## src/hdl/nmt_sec_pkg.sv

```systemverilog
// types, codes and constants shared by the nmt slave error control block
package nmt_sec_pkg;

   // input transaction
   typedef struct packed {
      logic [1:0] action;
      logic [7:0] command_code;
      logic [7:0] target_node;
   } req_type;

   // result transaction
   typedef struct packed {
      logic        frame_valid;
      logic [10:0] frame_cob_id;
      logic [7:0]  frame_byte;
      logic [1:0]  state_now;
      logic        datalink_on;
      logic [1:0]  reset_request;
      logic        sync_clear;
      logic        guard_event;
      logic        guard_resolved;
   } rsp_type;

   // actions
   localparam logic [1:0] ACT_COMMAND = 2'd0;
   localparam logic [1:0] ACT_TICK    = 2'd1;
   localparam logic [1:0] ACT_GUARD   = 2'd2;
   localparam logic [1:0] ACT_BOOT    = 2'd3;

   // nmt command specifiers
   localparam logic [7:0] CMD_START      = 8'd1;
   localparam logic [7:0] CMD_STOP       = 8'd2;
   localparam logic [7:0] CMD_PREOP      = 8'd128;
   localparam logic [7:0] CMD_RESET_NODE = 8'd129;
   localparam logic [7:0] CMD_RESET_COMM = 8'd130;

   // node modes
   localparam logic [1:0] MODE_INIT  = 2'd0;
   localparam logic [1:0] MODE_PREOP = 2'd1;
   localparam logic [1:0] MODE_OPER  = 2'd2;
   localparam logic [1:0] MODE_STOP  = 2'd3;

   // reset requests
   localparam logic [1:0] RST_NONE = 2'd0;
   localparam logic [1:0] RST_NODE = 2'd1;
   localparam logic [1:0] RST_COMM = 2'd2;

   // register indexes
   localparam logic [1:0] CSR_NODE_ID     = 2'd0;
   localparam logic [1:0] CSR_HEARTBEAT   = 2'd1;
   localparam logic [1:0] CSR_GUARD_TIME  = 2'd2;
   localparam logic [1:0] CSR_LIFE_FACTOR = 2'd3;

   // frame state codes
   localparam logic [6:0] CODE_INIT  = 7'h00;
   localparam logic [6:0] CODE_PREOP = 7'h7F;
   localparam logic [6:0] CODE_OPER  = 7'h05;
   localparam logic [6:0] CODE_STOP  = 7'h04;

   localparam logic [10:0] COB_BASE = 11'h700;
   localparam logic [31:0] ALL_ONES = 32'hFFFF_FFFF;

   // millisecond count times 1000 fits in 26 bits
   localparam int          NUM_W    = 26;
   localparam logic [NUM_W-1:0] MS_TO_US = 26'd1000;

   function automatic logic [6:0] state_code(input logic [1:0] mode);
      logic [6:0] code;
      case (mode)
         MODE_PREOP: code = CODE_PREOP;
         MODE_OPER:  code = CODE_OPER;
         MODE_STOP:  code = CODE_STOP;
         default:    code = CODE_INIT;
      endcase
      return code;
   endfunction

endpackage

```

## src/hdl/nmt_slave_error_control.sv

```systemverilog
// nmt slave state, heartbeat producer and life guarding with output skid buffer
//
//   channel  | dir | handshake             | payload
//   req_     | in  | req_valid / req_stall | req_data (action, command, target)
//   rsp_     | out | rsp_valid / rsp_stall | rsp_data (frame, status, pulses)
//   csr_     | in  | csr_wr_en             | csr_index, csr_wdata
//
// one transaction per cycle when not stalled, result registered on acceptance
// a write to heartbeat, guard time or life factor recomputes the reloads in steps
// (scale to us, multiply by the reciprocal of TICK_US, life product and load)
// req_stall is high during the recompute
// synchronous active-high reset, no recompute needed after it
// a two-entry output (register plus skid) keeps input open while one result waits
module nmt_slave_error_control
   import nmt_sec_pkg::*;
#(
   parameter int TICK_US = 1000
) (
   input  logic        clock,
   input  logic        reset,
   input  logic        req_valid,
   output logic        req_stall,
   input  req_type     req_data,
   output logic        rsp_valid,
   input  logic        rsp_stall,
   output rsp_type     rsp_data,
   input  logic        csr_wr_en,
   input  logic [1:0]  csr_index,
   input  logic [15:0] csr_wdata
);

   // exact quotient for any NUM_W-bit numerator: ceil(2^sh / TICK_US), sh = NUM_W + log2
   localparam int RECIP_SH = NUM_W + $clog2(TICK_US);
   localparam int RECIP_W  = NUM_W + 2;
   localparam int PROD_W   = NUM_W + RECIP_W;
   localparam logic [63:0] RECIP_FULL =
      ((64'd1 << RECIP_SH) + 64'(TICK_US) - 64'd1) / 64'(TICK_US);
   localparam logic [RECIP_W-1:0] RECIP = RECIP_W'(RECIP_FULL);

   localparam logic [1:0] ST_IDLE = 2'd0;
   localparam logic [1:0] ST_LOAD = 2'd1;
   localparam logic [1:0] ST_DIV  = 2'd2;
   localparam logic [1:0] ST_MUL  = 2'd3;

   // configuration
   logic [6:0]  own_id_ff;
   logic [15:0] hb_ms_ff;
   logic [15:0] gt_ms_ff;
   logic [7:0]  lf_ff;

   // node state
   logic [1:0]  mode_ff, mode_in;
   logic        link_ff, link_in;
   logic [31:0] beat_reload_ff;
   logic [31:0] beat_count_ff, beat_count_in;
   logic [31:0] life_reload_ff;
   logic [31:0] life_count_ff, life_count_in;
   logic        toggle_ff, toggle_in;
   logic        gerr_ff, gerr_in;

   // reload computation
   logic [1:0]        state_ff;
   logic [NUM_W-1:0]  hb_num_ff, gt_num_ff;
   logic [PROD_W-1:0] hb_prod, gt_prod;
   logic [NUM_W:0]    life_per;
   logic [NUM_W+8:0]  life_prod;
   logic [31:0]       life_sat;
   logic [31:0]       beat_new;

   // output register and skid
   logic    rsp_valid_ff, skid_valid_ff;
   rsp_type rsp_data_ff, skid_data_ff;
   rsp_type rsp_new;

   logic       accept, take, out_free;
   logic       id_ok, addressed, put_frame;
   logic [7:0] put_byte;

   assign accept    = req_valid && !req_stall;
   assign take      = rsp_valid_ff && !rsp_stall;
   assign out_free  = !rsp_valid_ff || take;
   assign req_stall = (state_ff != ST_IDLE) || skid_valid_ff;
   assign rsp_valid = rsp_valid_ff;
   assign rsp_data  = rsp_data_ff;

   assign id_ok     = (own_id_ff != 7'd0);
   assign addressed = (req_data.target_node == 8'd0)
                   || (req_data.target_node == {1'b0, own_id_ff});

   // transaction decode and next state
   always_comb begin
      mode_in       = mode_ff;
      link_in       = link_ff;
      beat_count_in = beat_count_ff;
      life_count_in = life_count_ff;
      toggle_in     = toggle_ff;
      gerr_in       = gerr_ff;
      put_frame     = 1'b0;
      put_byte      = 8'd0;
      rsp_new       = '0;
      unique case (req_data.action)
         ACT_COMMAND: begin
            if (addressed) begin
               if (req_data.command_code == CMD_RESET_NODE
                   || req_data.command_code == CMD_RESET_COMM) begin
                  link_in = 1'b0;
                  mode_in = MODE_INIT;
                  rsp_new.reset_request = (req_data.command_code == CMD_RESET_NODE)
                                          ? RST_NODE : RST_COMM;
               end else begin
                  link_in = 1'b1;
                  case (req_data.command_code)
                     CMD_START: mode_in = MODE_OPER;
                     CMD_STOP: begin
                        mode_in = MODE_STOP;
                        rsp_new.sync_clear = 1'b1;
                     end
                     CMD_PREOP: begin
                        if (mode_ff != MODE_INIT) begin
                           mode_in = MODE_PREOP;
                        end else if (id_ok) begin
                           mode_in   = MODE_PREOP;
                           put_frame = 1'b1;
                        end
                     end
                     default: ;
                  endcase
               end
            end
         end
         ACT_TICK: begin
            if (mode_ff != MODE_INIT) begin
               if (beat_reload_ff != 32'd0) begin
                  if (beat_count_ff != 32'd0) begin
                     beat_count_in = beat_count_ff - 32'd1;
                     if (beat_count_ff == 32'd1) begin
                        beat_count_in = beat_reload_ff;
                        put_frame     = 1'b1;
                        put_byte      = {1'b0, state_code(mode_ff)};
                     end
                  end
               end else if (life_reload_ff != 32'd0) begin
                  if (life_count_ff != 32'd0) begin
                     life_count_in = life_count_ff - 32'd1;
                     if (life_count_ff == 32'd1) begin
                        gerr_in             = 1'b1;
                        rsp_new.guard_event = 1'b1;
                     end
                  end
               end
            end
         end
         ACT_GUARD: begin
            if (beat_reload_ff == 32'd0) begin
               put_frame = 1'b1;
               put_byte  = {toggle_ff, state_code(mode_ff)};
               toggle_in = !toggle_ff;
               if (life_reload_ff != 32'd0) begin
                  life_count_in = life_reload_ff;
                  if (gerr_ff) begin
                     gerr_in                = 1'b0;
                     rsp_new.guard_resolved = 1'b1;
                  end
               end
            end
         end
         ACT_BOOT: begin
            if (mode_ff == MODE_INIT && id_ok) begin
               mode_in   = MODE_PREOP;
               put_frame = 1'b1;
            end
         end
      endcase
      if (put_frame && id_ok) begin
         rsp_new.frame_valid  = 1'b1;
         rsp_new.frame_cob_id = COB_BASE + {4'd0, own_id_ff};
         rsp_new.frame_byte   = put_byte;
      end
      rsp_new.state_now   = mode_in;
      rsp_new.datalink_on = link_in;
   end

   // divide by TICK_US as a multiply by its rounded-up reciprocal
   always_comb begin
      hb_prod = PROD_W'(hb_num_ff) * PROD_W'(RECIP);
      gt_prod = PROD_W'(gt_num_ff) * PROD_W'(RECIP);
   end

   // reload values from quotients
   always_comb begin
      life_per  = {1'b0, gt_num_ff} + {{NUM_W{1'b0}}, 1'b1};
      life_prod = (NUM_W+9)'(life_per) * (NUM_W+9)'(lf_ff);
      life_sat  = (life_prod[NUM_W+8:32] != '0) ? ALL_ONES : life_prod[31:0];
      if (hb_ms_ff == 16'd0) begin
         beat_new = 32'd0;
      end else if (hb_num_ff == '0) begin
         beat_new = 32'd1;
      end else begin
         beat_new = 32'(hb_num_ff);
      end
   end

   // configuration registers and reload sequencer
   always_ff @(posedge clock) begin
      if (reset) begin
         own_id_ff <= 7'd1;
         hb_ms_ff  <= 16'd0;
         gt_ms_ff  <= 16'd0;
         lf_ff     <= 8'd0;
         state_ff  <= ST_IDLE;
      end else begin
         if (csr_wr_en) begin
            case (csr_index)
               CSR_NODE_ID:     own_id_ff <= csr_wdata[6:0];
               CSR_HEARTBEAT:   hb_ms_ff  <= csr_wdata;
               CSR_GUARD_TIME:  gt_ms_ff  <= csr_wdata;
               default:         lf_ff     <= csr_wdata[7:0];
            endcase
         end
         if (csr_wr_en && csr_index != CSR_NODE_ID) begin
            state_ff <= ST_LOAD;
         end else begin
            unique case (state_ff)
               ST_LOAD: state_ff <= ST_DIV;
               ST_DIV:  state_ff <= ST_MUL;
               ST_MUL:  state_ff <= ST_IDLE;
               default: state_ff <= ST_IDLE;
            endcase
         end
      end
   end

   // divider datapath
   always_ff @(posedge clock) begin
      if (state_ff == ST_LOAD) begin
         hb_num_ff <= NUM_W'(hb_ms_ff) * MS_TO_US;
         gt_num_ff <= NUM_W'(gt_ms_ff) * MS_TO_US;
      end else if (state_ff == ST_DIV) begin
         hb_num_ff <= NUM_W'(hb_prod >> RECIP_SH);
         gt_num_ff <= NUM_W'(gt_prod >> RECIP_SH);
      end
   end

   // node state
   always_ff @(posedge clock) begin
      if (reset) begin
         mode_ff        <= MODE_INIT;
         link_ff        <= 1'b1;
         beat_reload_ff <= 32'd0;
         beat_count_ff  <= ALL_ONES;
         life_reload_ff <= 32'd0;
         life_count_ff  <= ALL_ONES;
         toggle_ff      <= 1'b0;
         gerr_ff        <= 1'b0;
      end else if (state_ff == ST_MUL) begin
         beat_reload_ff <= beat_new;
         beat_count_ff  <= (beat_new == 32'd0) ? ALL_ONES : beat_new;
         life_reload_ff <= (gt_ms_ff == 16'd0) ? 32'd0 : life_sat;
         life_count_ff  <= ALL_ONES;
         gerr_ff        <= 1'b0;
      end else if (accept) begin
         mode_ff       <= mode_in;
         link_ff       <= link_in;
         beat_count_ff <= beat_count_in;
         life_count_ff <= life_count_in;
         toggle_ff     <= toggle_in;
         gerr_ff       <= gerr_in;
      end
   end

   // output register and skid
   always_ff @(posedge clock) begin
      if (reset) begin
         rsp_valid_ff  <= 1'b0;
         skid_valid_ff <= 1'b0;
      end else if (skid_valid_ff) begin
         if (take) begin
            rsp_valid_ff  <= 1'b1;
            skid_valid_ff <= 1'b0;
         end
      end else if (accept) begin
         if (out_free) begin
            rsp_valid_ff <= 1'b1;
         end else begin
            skid_valid_ff <= 1'b1;
         end
      end else if (take) begin
         rsp_valid_ff <= 1'b0;
      end
   end

   always_ff @(posedge clock) begin
      if (skid_valid_ff) begin
         if (take) begin
            rsp_data_ff <= skid_data_ff;
         end
      end else if (accept) begin
         if (out_free) begin
            rsp_data_ff <= rsp_new;
         end else begin
            skid_data_ff <= rsp_new;
         end
      end
   end

`ifndef SYNTH
   a_skid_behind_out: assert property (@(posedge clock) disable iff (reset)
      skid_valid_ff |-> rsp_valid_ff)
      else $error("skid holds a transaction while the output register is empty");

   a_beat_nonzero: assert property (@(posedge clock) disable iff (reset)
      (beat_reload_ff != 32'd0) |-> (beat_count_ff != 32'd0))
      else $error("heartbeat counter reached zero without reload");

   a_guard_err_needs_life: assert property (@(posedge clock) disable iff (reset)
      gerr_ff |-> (life_reload_ff != 32'd0))
      else $error("life guarding error set with life guarding off");

   a_reset_req_state: assert property (@(posedge clock) disable iff (reset)
      (rsp_valid && rsp_data.reset_request != RST_NONE)
      |-> (rsp_data.state_now == MODE_INIT && !rsp_data.datalink_on))
      else $error("reset request without initialising state and link off");
`endif

endmodule

```

## config.mk

```make
export PLATFORM = sky130hd
export DESIGN_NAME = nmt_slave_error_control
export DESIGN_NICKNAME = d
export VERILOG_FILES = /design/src/hdl/nmt_sec_pkg.sv /design/src/hdl/nmt_slave_error_control.sv
export SDC_FILE = /design/constraint.sdc
export NUM_CORES = 2
export LEC_CHECK = 0
export BUFFER_PORTS_ARGS = -buffer_cell sky130_fd_sc_hd__buf_2
export CAP_MARGIN = 0
export CORE_MARGIN = 1.5
export CORE_UTILIZATION = 45
export CTS_BUF_LIST = sky130_fd_sc_hd__clkbuf_8
export CTS_CLUSTER_SIZE = 30
export DETAILED_ROUTE_END_ITERATION = 12
export PLACE_DENSITY = 0.7
export SYNTH_ARGS = -nofsm -noshare
export SYNTH_HDL_FRONTEND = slang
export SYNTH_SLANG_ARGS = --single-unit
```

## constraint.sdc

```tcl
create_clock -name clock -period 9.6 [get_ports clock]
set_clock_uncertainty 0.05 [all_clocks]
set_input_delay 0.48 -clock clock [delete_from_list [all_inputs] [get_ports clock]]
set_output_delay 0.48 -clock clock [all_outputs]
set_load 0.02 [all_outputs]
```

==> impl_metrics.ini <==
[outcome]
outcome = finished, final reports clean

[clock_tree]
cts_buffers = 51
clock_path_buffers = 3
postCtsSetupBuffers = 0
cts.repair.resized = 0
root_buffer = clkbuf_8
cts.sinks = 270
cts_hold_buf = 0
clkLatencyLatePin_ns = 0.66
h-tree-depth = 2
cts_tree = done
clk_pin_slew_ns = 0.06

[final_layout]
layout_common_cells = inv_1 (1122), ha_1 (737), fa_1 (681)
syn2layout_area_growth_pct = 6.47
seqCellArea_um2 = 6270
finalNetCount = 6373
final_common_cell = inv_1
drive_above_1_share = 0.0509
fill_cells = 9413
multi_input_area_um2 = 34600

[worst_setup_path]
worstPathArrival_ns = 9.42
crit_path_end_kind = flip-flop
crit_path_top_delay_cell = o41a_1
cp.buffers_inverters = 3
worst-setup-path-type = flip-flop to flip-flop
cp_top_family = adder cells
critPathMostFrequentCell = fa_1
critPathLaunchType = flip-flop
path_max_fanout = 32
crit_required_ns = 10.08
cpPeakStageDelay_ns = 0.82

[grt]
grt_usage = 0.227
antenna_found_initial = 3
grt_max_degree = 66
grt_pass1_wl_mm = 186
grt_overflow = 0
grt_pass1_vias = 34600

[floorplanning]
core_area_um2 = 100000
die_y_um = 321
initial_core_util = 0.454
die_area_um2 = 103000
io_pins = 71
row_count = 116
die_w_um = 321

[detailed_routing]
drt_wl_total_mm = 113
dr.pass1.iters = 5
ant_nets = 0
routed_via_density = 5.32
wire_per_inst_um = 18.1
num_vias = 33300
drc_errors = 0
drt_iter0_drc = 2207

[timing]
worst_pin_slew_ns = 1.26
rsz0062_at_grt = false
post-route-period-util = 0.931
relSlewSlack = 0.163
hold_violations = 0
fin_crit_ns = 8.93
tns_ns = 0
report.final.setup_viol = 0
max_freq_mhz = 112
drv_slew = 0

[place]
gp_congestion = 0.966
dp_hpwl_mm = 93.2
io_buffers = 69

[yosys]
syn-instance-count = 4874
synth_cell_types = 80
yosysTopAreaCell = fa_1
synth_nets = 6337
synth_warnings = 0
synth_area_um2 = 45500
synth.top_cells.by_area = fa_1 (30%), ha_1 (20%), inv_1 (9.1%)
synth-seq-cells = 270
synth_edf_count = 86
synth.avg_cell_area_um2 = 9.34
yosysSeqAreaShare = 0.138
async_reset_ff_frac = 0
ys.flop_type = dfxtp_1
yosysTopAreaCellShare = 0.300

[min_path]
hold_class = input port to flip-flop

[run]
drv_cap = 0
-- logic make-up after synthesis --
family | count (synthesis) | synth area share
AO/OA/AOI/OAI | 698 | 0.100
other | 1 | 0.0000824
flip-flops | 270 | 0.138
buffers and inverters | 1235 | 0.103
XOR/XNOR | 146 | 0.0281
AND/OR/NAND/NOR | 1063 | 0.119
multiplexers | 39 | 0.00904
adder cells (fa/ha/maj) | 1422 | 0.503
-- through the flow --
step	hold slack (ns)	instance area (um^2)	utilization	setup slack, ns	cells
2_1_floorplan	0.398	45500	-	2.27	4874
3_3_place_gp	0.421	47300	0.472	1.04	6155
3_5_place_dp	0.420	47300	0.472	0.808	6155
4_1_cts	0.0342	48500	0.484	0.694	6251
5_1_grt	0.0587	48500	0.484	0.0524	6251
6_report	0.0739	48500	0.484	0.666	6252
-- worst reg2reg max path, delay by kind of cell (launching register included) --
family          cells  cell delay, ns
compound gates      7            2.36
fa+ha+maj           6            2.75
simple gates        9            2.01
xor+xnor            2            0.90
buf+inv             3            0.14
flops               1            0.62
-- state kept, by name, summed over array words and instances (netlist names) --
| register | flops |
|---|---|
| skid_data_ff | 20 |
| rsp_valid | 1 |
| mode_ff | 2 |
| state_ff | 2 |
| beat_count_ff | 32 |
| rsp_data | 20 |
| own_id_ff | 7 |
| hb_num_ff | 26 |
| toggle_ff | 1 |
| beat_reload_ff | 26 |
| gt_ms_ff | 16 |
| skid_valid_ff | 1 |
| gt_num_ff | 26 |
| life_count_ff | 32 |
| lf_ff | 8 |
| link_ff | 1 |
| life_reload_ff | 32 |
| hb_ms_ff | 16 |
| gerr_ff | 1 |
-- cells in the mapped netlist (10+ instances only) --
library cell  number
inv_1           1108
ha_1             741
fa_1             681
nand2_1          285
a21oi_1          216
nor2_1           190
dfxtp_1          184
nor2b_1          159
o21ai_0          115
clkbuf_1         101
nand2b_1          96
xnor2_1           93
edfxtp_1          86
a21o_1            68
nand3_1           67
xor2_1            53
and2_1            52
nor3_1            49
o22ai_1           44
nand4_1           39
nor4_1            39
a221o_1           37
a211oi_1          30
and3_1            30
a31oi_1           26
mux2i_1           22
o211ai_1          21
o21bai_1          21
mux2_2            17
buf_2             14
o21a_1            12
o21ai_1           12
or2_2             12
or3_1             11
o2111ai_1         10
o31ai_1           10
-- metal layers --
layer  vias up  track usage  routed length, um
met5         -            0                 37
met4         6       0.0726               4080
met3       238       0.0365               6290
met2       840        0.382              54100
met1     16400        0.297              48500
li1      15800            -                  -
-- final cells by class --
type / instances / area share
flip-flops and latches: 270 / 0.129
clock buffers: 58 / 0.0165
clock inverters: 38 / 0.00744
well taps: 1298 / 0.0335
multi-input cells: 3369 / 0.714
inverters: 1110 / 0.0860
diodes: 1 / 0.0000516
repair buffers: 108 / 0.0132
-- path summary, 6_finish.rpt --
| path | from | endpoint | slack, ns | cells after the start |
|---|---|---|---|---|
| setup reg to reg | gt_num_ff[6] | life_reload_ff[9] | 0.67 | 27 |
| hold / removal | csr_wdata[13] | hb_ms_ff[13] | 0.07 | 3 |
| setup / recovery | gt_num_ff[6] | life_reload_ff[9] | 0.67 | 27 |
| hold reg to reg | beat_reload_ff[8] | beat_reload_ff[8] | 0.44 | 2 |
Power is not shown: default switching activity piles up to over one toggle a cycle in this logic, so the estimate is an artifact.
